<file path="src/rtl/core/assert_macros.svh">
// Assertion macros used by the parser unit.
`ifndef ASSERT_MACROS_SVH
`define ASSERT_MACROS_SVH

// Check that a condition holds at every clock edge outside reset.
`define ASSERT_HOLDS(label, clk, rstn, expr, msg) \
    label: assert property (@(posedge clk) disable iff (!rstn) (expr)) else $error(msg);

// Check that a condition in one cycle implies another in the next cycle.
`define ASSERT_NEXT(label, clk, rstn, ante, cons, msg) \
    label: assert property (@(posedge clk) disable iff (!rstn) (ante) |=> (cons)) else $error(msg);

`endif

</file>
<file path="src/rtl/core/ngga_pkg.sv">
// Types and constants of the GGA position parser.
package ngga_pkg;

    // Characters the parser reacts to
    localparam logic [7:0] CHR_DOLLAR  = 8'h24;
    localparam logic [7:0] CHR_NEWLINE = 8'h0A;
    localparam logic [7:0] CHR_COMMA   = 8'h2C;
    localparam logic [7:0] CHR_POINT   = 8'h2E;
    localparam logic [7:0] CHR_ZERO    = 8'h30;
    localparam logic [7:0] CHR_NINE    = 8'h39;
    localparam logic [7:0] CHR_G       = 8'h47;

    // Position of the talker/type character that must be 'G'
    localparam int TYPE_CHAR_POS   = 3;
    // Lowest byte index accepted for the third comma
    localparam int THIRD_COMMA_MIN = 17;

    // Comma counts that select a field
    localparam logic [2:0] COMMA_LAT = 3'd2;
    localparam logic [2:0] COMMA_NS  = 3'd3;
    localparam logic [2:0] COMMA_LON = 3'd4;
    localparam logic [2:0] COMMA_EW  = 3'd5;
    localparam logic [2:0] COMMA_MAX = 3'd7;

    // Number reading window and phases
    localparam logic [3:0] WINDOW_LEN  = 4'd9;
    localparam logic [3:0] PHASE_INT   = 4'd0;
    localparam logic [3:0] PHASE_FRAC  = 4'd1;
    localparam logic [3:0] FRAC_DIGITS = 4'd4;
    localparam logic [3:0] PHASE_DONE  = 4'd15;

    // Coordinate width and the position shown before the first fix
    localparam int COORD_W = 44;
    localparam logic [COORD_W-1:0] HELD_LAT_RST = 44'd34350000;
    localparam logic [COORD_W-1:0] HELD_LON_RST = 44'd113380000;
    localparam logic [7:0]         HELD_NS_RST  = 8'h4E;
    localparam logic [7:0]         HELD_EW_RST  = 8'h45;

    typedef logic [COORD_W-1:0] coord_t;

    // Weight of one digit at a given power of ten (0..4)
    function automatic logic [16:0] digit_weight(input logic [3:0] d, input logic [2:0] k);
        logic [16:0] dw;
        dw = {13'd0, d};
        case (k)
            3'd0:    digit_weight = dw;
            3'd1:    digit_weight = 17'(dw * 17'd10);
            3'd2:    digit_weight = 17'(dw * 17'd100);
            3'd3:    digit_weight = 17'(dw * 17'd1000);
            default: digit_weight = 17'(dw * 17'd10000);
        endcase
    endfunction

    // Multiply a coordinate by ten with two shifts and an add
    function automatic coord_t times_ten(input coord_t x);
        times_ten = {x[COORD_W-4:0], 3'b000} + {x[COORD_W-2:0], 1'b0};
    endfunction

endpackage

</file>
<file path="src/rtl/core/nmea_gga_position_parser_unit.sv">
// Top level of the GGA position parser: byte register, parse step, result register.
//
//  channel | ports                                   | role
//  --------+-----------------------------------------+-------------------------------
//  input   | s_valid s_ready s_rx_byte               | one received character a word
//  result  | m_valid m_ready m_fix_valid             | one position word per GGA line
//          | m_latitude_micro m_longitude_micro      |
//          | m_north_south m_east_west               |
//
// One character per cycle while no newline waits on a full result register. A newline
// enters the byte register, its result then the result register. The accumulator keeps
// the value already scaled by 10^4, so each integer digit costs one multiply-by-ten add
// and each fraction digit one add; the newline path selects held or pending values.
// Reset (aresetn low, synchronous) closes any frame and loads the default position.
// A newline that yields a result waits in the byte register while the result register
// is full and m_ready is low; every other character keeps moving under a stalled result.
`include "assert_macros.svh"

module nmea_gga_position_parser_unit
    import ngga_pkg::*;
#(
    parameter int BUFFER_BYTES = 128
) (
    input  logic               aclk,
    input  logic               aresetn,
    input  logic               s_valid,
    output logic               s_ready,
    input  logic [7:0]         s_rx_byte,
    output logic               m_valid,
    input  logic               m_ready,
    output logic               m_fix_valid,
    output logic [COORD_W-1:0] m_latitude_micro,
    output logic [COORD_W-1:0] m_longitude_micro,
    output logic [7:0]         m_north_south,
    output logic [7:0]         m_east_west
);

    localparam int CNT_W = $clog2(BUFFER_BYTES);

    // Input byte register
    logic       byte_valid_reg;
    logic [7:0] rx_byte_reg;

    // Frame state
    logic             in_frame_reg,       in_frame_next;
    logic [CNT_W-1:0] stored_count_reg,   stored_count_next;
    logic [2:0]       comma_count_reg,    comma_count_next;
    logic [3:0]       window_pos_reg,     window_pos_next;
    coord_t           scaled_accum_reg,   scaled_accum_next;
    logic [3:0]       number_phase_reg,   number_phase_next;
    logic             type_is_g_reg,      type_is_g_next;
    logic             third_comma_ok_reg, third_comma_ok_next;
    coord_t           pending_lat_reg,    pending_lat_next;
    coord_t           pending_lon_reg,    pending_lon_next;
    logic [7:0]       pending_ns_reg,     pending_ns_next;
    logic [7:0]       pending_ew_reg,     pending_ew_next;
    coord_t           held_lat_reg,       held_lat_next;
    coord_t           held_lon_reg,       held_lon_next;
    logic [7:0]       held_ns_reg,        held_ns_next;
    logic [7:0]       held_ew_reg,        held_ew_next;

    // Result register
    logic       m_valid_reg;
    logic       fix_valid_reg;
    coord_t     lat_out_reg;
    coord_t     lon_out_reg;
    logic [7:0] ns_out_reg;
    logic [7:0] ew_out_reg;

    logic emit;
    logic fix_valid_now;
    logic advance;

    // Let the byte go unless it makes a result while the result register is full and m_ready is low
    assign advance = byte_valid_reg && (!emit || !m_valid_reg || m_ready);
    assign s_ready = !byte_valid_reg || advance;

    // Process the registered byte
    always_comb begin : parse_step
        logic [3:0] digit;
        logic       is_digit;
        logic       do_finish;
        in_frame_next       = in_frame_reg;
        stored_count_next   = stored_count_reg;
        comma_count_next    = comma_count_reg;
        window_pos_next     = window_pos_reg;
        scaled_accum_next   = scaled_accum_reg;
        number_phase_next   = number_phase_reg;
        type_is_g_next      = type_is_g_reg;
        third_comma_ok_next = third_comma_ok_reg;
        pending_lat_next    = pending_lat_reg;
        pending_lon_next    = pending_lon_reg;
        pending_ns_next     = pending_ns_reg;
        pending_ew_next     = pending_ew_reg;
        held_lat_next       = held_lat_reg;
        held_lon_next       = held_lon_reg;
        held_ns_next        = held_ns_reg;
        held_ew_next        = held_ew_reg;
        emit                = 1'b0;
        fix_valid_now       = 1'b0;
        digit               = rx_byte_reg[3:0];
        is_digit            = (rx_byte_reg >= CHR_ZERO) && (rx_byte_reg <= CHR_NINE);
        do_finish           = 1'b0;

        if (byte_valid_reg) begin
            if (rx_byte_reg == CHR_DOLLAR) begin
                // Open a new frame and drop whatever was collected
                in_frame_next       = 1'b1;
                stored_count_next   = '0;
                comma_count_next    = '0;
                window_pos_next     = '0;
                scaled_accum_next   = '0;
                number_phase_next   = PHASE_INT;
                type_is_g_next      = 1'b0;
                third_comma_ok_next = 1'b0;
                pending_lat_next    = '0;
                pending_lon_next    = '0;
                pending_ns_next     = '0;
                pending_ew_next     = '0;
            end else if (in_frame_reg) begin
                if (rx_byte_reg != CHR_NEWLINE) begin
                    if (stored_count_reg < CNT_W'(BUFFER_BYTES - 1)) begin
                        if (stored_count_reg == CNT_W'(TYPE_CHAR_POS)) begin
                            type_is_g_next = (rx_byte_reg == CHR_G);
                        end

                        if (comma_count_reg == COMMA_LAT || comma_count_reg == COMMA_LON) begin
                            // Read one character of the number window
                            if (number_phase_reg != PHASE_DONE &&
                                window_pos_reg < WINDOW_LEN) begin
                                if (is_digit) begin
                                    if (number_phase_reg == PHASE_INT) begin
                                        scaled_accum_next = times_ten(scaled_accum_reg) +
                                            COORD_W'(digit_weight(digit, 3'(FRAC_DIGITS)));
                                    end else if (number_phase_reg <= FRAC_DIGITS) begin
                                        scaled_accum_next = scaled_accum_reg +
                                            COORD_W'(digit_weight(digit,
                                                3'(FRAC_DIGITS - number_phase_reg)));
                                        number_phase_next = number_phase_reg + 4'd1;
                                    end
                                end else if (rx_byte_reg == CHR_POINT &&
                                             number_phase_reg == PHASE_INT) begin
                                    number_phase_next = PHASE_FRAC;
                                end else begin
                                    do_finish = 1'b1;
                                end
                                window_pos_next = window_pos_reg + 4'd1;
                                if (window_pos_next >= WINDOW_LEN) begin
                                    do_finish = 1'b1;
                                end
                                if (do_finish) begin
                                    number_phase_next = PHASE_DONE;
                                    if (comma_count_reg == COMMA_LAT) begin
                                        pending_lat_next = scaled_accum_next;
                                    end else begin
                                        pending_lon_next = scaled_accum_next;
                                    end
                                end
                            end
                        end else if ((comma_count_reg == COMMA_NS ||
                                      comma_count_reg == COMMA_EW) &&
                                     window_pos_reg == 4'd0) begin
                            // Take the hemisphere character
                            if (comma_count_reg == COMMA_NS) begin
                                pending_ns_next = rx_byte_reg;
                            end else begin
                                pending_ew_next = rx_byte_reg;
                            end
                            window_pos_next = 4'd1;
                        end

                        // Advance to the next field on a comma
                        if (rx_byte_reg == CHR_COMMA && comma_count_reg < COMMA_MAX) begin
                            comma_count_next = comma_count_reg + 3'd1;
                            if (comma_count_next == COMMA_NS) begin
                                third_comma_ok_next =
                                    (stored_count_reg >= CNT_W'(THIRD_COMMA_MIN));
                            end
                            window_pos_next   = '0;
                            number_phase_next = PHASE_INT;
                            scaled_accum_next = '0;
                        end

                        stored_count_next = stored_count_reg + 1'b1;
                    end
                end else begin
                    // Close the frame and report a GGA line
                    in_frame_next = 1'b0;
                    if (type_is_g_reg) begin
                        emit = 1'b1;
                        if (comma_count_reg >= COMMA_NS && third_comma_ok_reg) begin
                            if (comma_count_reg == COMMA_LON &&
                                number_phase_reg != PHASE_DONE) begin
                                number_phase_next = PHASE_DONE;
                                pending_lon_next  = scaled_accum_reg;
                            end
                            held_lat_next = pending_lat_reg;
                            held_lon_next = pending_lon_next;
                            held_ns_next  = pending_ns_reg;
                            held_ew_next  = pending_ew_reg;
                            fix_valid_now = 1'b1;
                        end
                    end
                end
            end
        end
    end

    // Load the byte register
    always_ff @(posedge aclk) begin
        if (!aresetn) begin
            byte_valid_reg <= 1'b0;
        end else if (s_ready) begin
            byte_valid_reg <= s_valid;
        end
        if (s_ready && s_valid) begin
            rx_byte_reg <= s_rx_byte;
        end
    end

    // Update the frame state when the byte moves on
    always_ff @(posedge aclk) begin
        if (!aresetn) begin
            in_frame_reg       <= 1'b0;
            stored_count_reg   <= '0;
            comma_count_reg    <= '0;
            window_pos_reg     <= '0;
            scaled_accum_reg   <= '0;
            number_phase_reg   <= PHASE_INT;
            type_is_g_reg      <= 1'b0;
            third_comma_ok_reg <= 1'b0;
            pending_lat_reg    <= '0;
            pending_lon_reg    <= '0;
            pending_ns_reg     <= '0;
            pending_ew_reg     <= '0;
            held_lat_reg       <= HELD_LAT_RST;
            held_lon_reg       <= HELD_LON_RST;
            held_ns_reg        <= HELD_NS_RST;
            held_ew_reg        <= HELD_EW_RST;
        end else if (advance) begin
            in_frame_reg       <= in_frame_next;
            stored_count_reg   <= stored_count_next;
            comma_count_reg    <= comma_count_next;
            window_pos_reg     <= window_pos_next;
            scaled_accum_reg   <= scaled_accum_next;
            number_phase_reg   <= number_phase_next;
            type_is_g_reg      <= type_is_g_next;
            third_comma_ok_reg <= third_comma_ok_next;
            pending_lat_reg    <= pending_lat_next;
            pending_lon_reg    <= pending_lon_next;
            pending_ns_reg     <= pending_ns_next;
            pending_ew_reg     <= pending_ew_next;
            held_lat_reg       <= held_lat_next;
            held_lon_reg       <= held_lon_next;
            held_ns_reg        <= held_ns_next;
            held_ew_reg        <= held_ew_next;
        end
    end

    // Load or drain the result register
    always_ff @(posedge aclk) begin
        if (!aresetn) begin
            m_valid_reg <= 1'b0;
        end else if (advance && emit) begin
            m_valid_reg <= 1'b1;
        end else if (m_ready) begin
            m_valid_reg <= 1'b0;
        end
        if (advance && emit) begin
            fix_valid_reg <= fix_valid_now;
            lat_out_reg   <= held_lat_next;
            lon_out_reg   <= held_lon_next;
            ns_out_reg    <= held_ns_next;
            ew_out_reg    <= held_ew_next;
        end
    end

    assign m_valid           = m_valid_reg;
    assign m_fix_valid       = fix_valid_reg;
    assign m_latitude_micro  = lat_out_reg;
    assign m_longitude_micro = lon_out_reg;
    assign m_north_south     = ns_out_reg;
    assign m_east_west       = ew_out_reg;

    // Checks on the parse state and the stall path
    `ASSERT_HOLDS(a_third_ok_needs_comma, aclk, aresetn, (comma_count_reg >= COMMA_NS) || !third_comma_ok_reg, "third comma flag set before the third comma")
    `ASSERT_HOLDS(a_window_bound, aclk, aresetn, window_pos_reg <= WINDOW_LEN, "number window position past its end")
    `ASSERT_HOLDS(a_phase_legal, aclk, aresetn, (number_phase_reg <= (FRAC_DIGITS + 4'd1)) || (number_phase_reg == PHASE_DONE), "number phase out of range")
    `ASSERT_NEXT(a_stalled_byte_holds, aclk, aresetn, byte_valid_reg && !advance, byte_valid_reg && $stable(rx_byte_reg), "stalled word lost from byte register")

endmodule

</file>
<file path="config.mk">
export PLATFORM = sky130hd
export DESIGN_NAME = nmea_gga_position_parser_unit
export DESIGN_NICKNAME = d
export VERILOG_FILES = /design/src/rtl/core/ngga_pkg.sv /design/src/rtl/core/nmea_gga_position_parser_unit.sv
export VERILOG_INCLUDE_DIRS = /design/src /design/src/rtl/core
export SDC_FILE = /design/constraint.sdc
export NUM_CORES = 1
export LEC_CHECK = 0
export ABC_CLOCK_PERIOD_IN_PS = 8200
export BUFFER_PORTS_ARGS = -buffer_cell sky130_fd_sc_hd__buf_4
export CORE_MARGIN = 2
export CORE_UTILIZATION = 35
export DETAILED_ROUTE_END_ITERATION = 8
export MAX_ROUTING_LAYER = met4
export PLACE_DENSITY = 0.56
export SYNTH_ARGS = -nofsm -noshare
export SYNTH_HDL_FRONTEND = slang
export SYNTH_SLANG_ARGS = --single-unit
</file>
<file path="constraint.sdc">
create_clock -name aclk -period 8.2 [get_ports aclk]
set_input_delay 0.41 -clock aclk [delete_from_list [all_inputs] [get_ports aclk]]
set_output_delay 0.41 -clock aclk [all_outputs]
set_load 0.05 [all_outputs]
</file>
==> results_dict.tcl <==
set metrics [dict create \
    syn_inst 2540 \
    synthMostInstantiatedCell "nand2_1" \
    drc 0 \
    hold_depth 1 \
    tightest_slew_ns 1.38 \
    firstDrtPassIters 6 \
    cts_root_buffer "clkbuf_16" \
    arrival_ns 7.38 \
    grt_pass1_vias 17900 \
    maxSlewViolCount 0 \
    synthTopCellsByCount "345 x nand2_1, 280 x a21oi_1, 275 x dfxtp_1" \
    synthFlopType "dfxtp_1" \
    antenna_found_initial 0 \
    core_sq_mm 0.0630 \
    synth_area_leader_cell "dfxtp_1" \
    ir_worst_vdd_uv 118 \
    clk_pin_slew_worst_paths_ns 0.08 \
    fin_nets 2741 \
    finalCritPeriodShare 0.847 \
    yosys_warnings 0 \
    cap_violations 0 \
    die_w_microns 256 \
    dr_total_vias 19400 \
    grt_max_degree 150 \
    worstSetupPathType "flop to flop" \
    cp.required_ns 8.63 \
    status "finished clean" \
    endpoint_kind "flop" \
    seq_area_sq_mm 0.00890 \
    grt_pass1_wl_mm 108 \
    ys_seq_elements 388 \
    slew_headroom 0.0770 \
    ctsResizeCount 0 \
    wl_per_cell_microns 20.2 \
    gr-usage-all-layers 0.211 \
    cts_max_path_buffers 3 \
    rsz0062_at_grt "no" \
    nFillCells 6197 \
    h-tree-depth 2 \
    worst_skew_pair.late_latency_ns 0.57 \
    yosys-top-cells-area "dfxtp_1 25%, edfxtp_1 15%, ha_1 7.8%, a21oi_1 6.3%, nand2_1 5.8%" \
    cts-buffers-inserted 40 \
    synth_top_area_frac 0.247 \
    drive_gt1_frac 0.114 \
    ys_seq_area_frac 0.400 \
    fmaxAchievable_ghz 0.144 \
    io_pins 119 \
    syn_to_final_growth_pct 12.6 \
    avgViaCountPerCell 5.63 \
    num_rows 92 \
    startpoint_type "flop" \
    critPathMaxFanout 17 \
    hold_violations 0 \
    synthesis.nets 2716 \
    die-area_sq_mm 0.0657 \
    overflow 0 \
    multi_input_area_sq_mm 0.0125 \
    n_antenna_cell 0 \
    p_leak_nw 9.61 \
    reg2reg_depth 22 \
    drtIter0Drc 1707 \
    post_cts_buffers 0 \
    pre_cts_slack_ns 1.35 \
    drt_wl_total_mm 69.4 \
    dp_hpwl_mm 49.9 \
    place_congestion 0.914 \
    syn_area_per_cell_sq_um 8.77 \
    p_per_area_mw_per_mm2 168 \
    cts_sinks 388 \
    synth-async-reset-ratio 0 \
    syn_area_sq_mm 0.0223 \
    final.setup.tns_ns 0 \
    fin_worst_skew_ns 0.0290 \
    die_h_microns 256 \
    cts_hold_buf 0 \
    yosysUniqueCellTypes 91 \
    synth_edf_count 113 \
    finalSetupViolations 0 \
    io_buffers 118 \
    initial_core_util 0.354 \
    period_needed_ns 6.95 \
    finalWorstSetupSlack_ns 1.25 \
    ant_nets 0 \
    cts_tree "yes" \
    hold_path_class "input pin to flop" \
]
[area by class of cell]
| type | instances | area share |
|---|---|---|
| Multi-Input combinational cell | 1925 | 0.499 |
| Sequential cell | 388 | 0.355 |
| Clock buffer | 57 | 0.0449 |
| Timing Repair Buffer | 147 | 0.0445 |
| Tap cell | 846 | 0.0422 |
| Inverter | 63 | 0.00953 |
| Clock inverter | 16 | 0.00479 |
[cells in the final DEF (no fill, tap or decap), types with 31 or more instances in the layout]
cell       count
nand2_1      345
a21oi_1      280
dfxtp_1      275
nor2_1       249
o21ai_0      149
buf_4        146
ha_1         139
edfxtp_1     113
mux2i_1       65
inv_1         62
mux2_2        61
nand3_1       55
clkbuf_16     41
xnor2_1       37
a21o_1        37
nor3_1        36
xor2_1        32
nand4_1       31
[per-layer routing]
layer / wire [microns] / GRT usage / part of all wire
met5: 0 / - / 0
met4: 1460 / 0.0492 / 0.021
met3: 4700 / 0.0228 / 0.068
met2: 29700 / 0.308 / 0.43
met1: 33600 / 0.310 / 0.48
[worst paths after layout]
check | slack (ns) | end | startpoint
worst max-delay path | 1.25 | pending_lat_reg[32] | rx_byte_reg[2]
worst min-delay path | 0.03 | rx_byte_reg[2] | s_rx_byte[2]
worst max register to register | 1.25 | pending_lat_reg[32] | rx_byte_reg[2]
worst min register to register | 0.45 | held_lat_reg[15] | held_lat_reg[15]
[cell families after synthesis]
group	count (synthesis)	share of synthesized area
AND/OR/NAND/NOR	830	0.164
AO/OA/AOI/OAI	735	0.208
flip-flops	388	0.400
buffers and inverters	227	0.0402
adder cells (fa/ha/maj)	165	0.101
multiplexers	126	0.0600
XOR/XNOR	69	0.0271
[stage by stage]
| step | util | area (sq um) | hold WS (ns) | cells | total power (W) |
|---|---|---|---|---|---|
| floorplan | - | 22300 | 0.419 | 2540 | 0.00237 |
| global placement | 0.379 | 23800 | 0.436 | 3369 | 0.00249 |
| detailed placement | 0.379 | 23800 | 0.444 | 3369 | 0.00250 |
| CTS | 0.398 | 25100 | 0.00673 | 3442 | 0.00426 |
| global route | 0.398 | 25100 | 0.0115 | 3442 | 0.00439 |
| finish | 0.398 | 25100 | 0.0300 | 3442 | 0.00422 |
[worst max-delay path, stage by stage, from the launching register on]
cell and delay, ns:
edfxtp_1 0.69, fa_1 0.72, inv_1 0.11, fa_1 0.51
inv_1 0.04, ha_1 0.32, a21oi_1 0.23, nor2_1 0.07
nor2_1 0.09, o21bai_1 0.11, a21o_1 0.20, a21oi_1 0.18
xor2_1 0.16, o21ai_0 0.14, ha_1 0.43, nand3_4 0.10
or4_4 0.53, o221ai_1 0.25, or4b_1 0.83, o311ai_1 0.41
o41ai_1 0.12, a221o_1 0.34, a22o_1 0.22
[where the power goes]
part | internal, W | switching (W) | leakage (nW)
Clock | 0.000993 | 0.000771 | 0.610
Combinational | 0.000171 | 0.000303 | 5.77
Sequential | 0.00197 | 0.0000123 | 3.23
No activity file was read; power rests on OpenSTA's default activity.
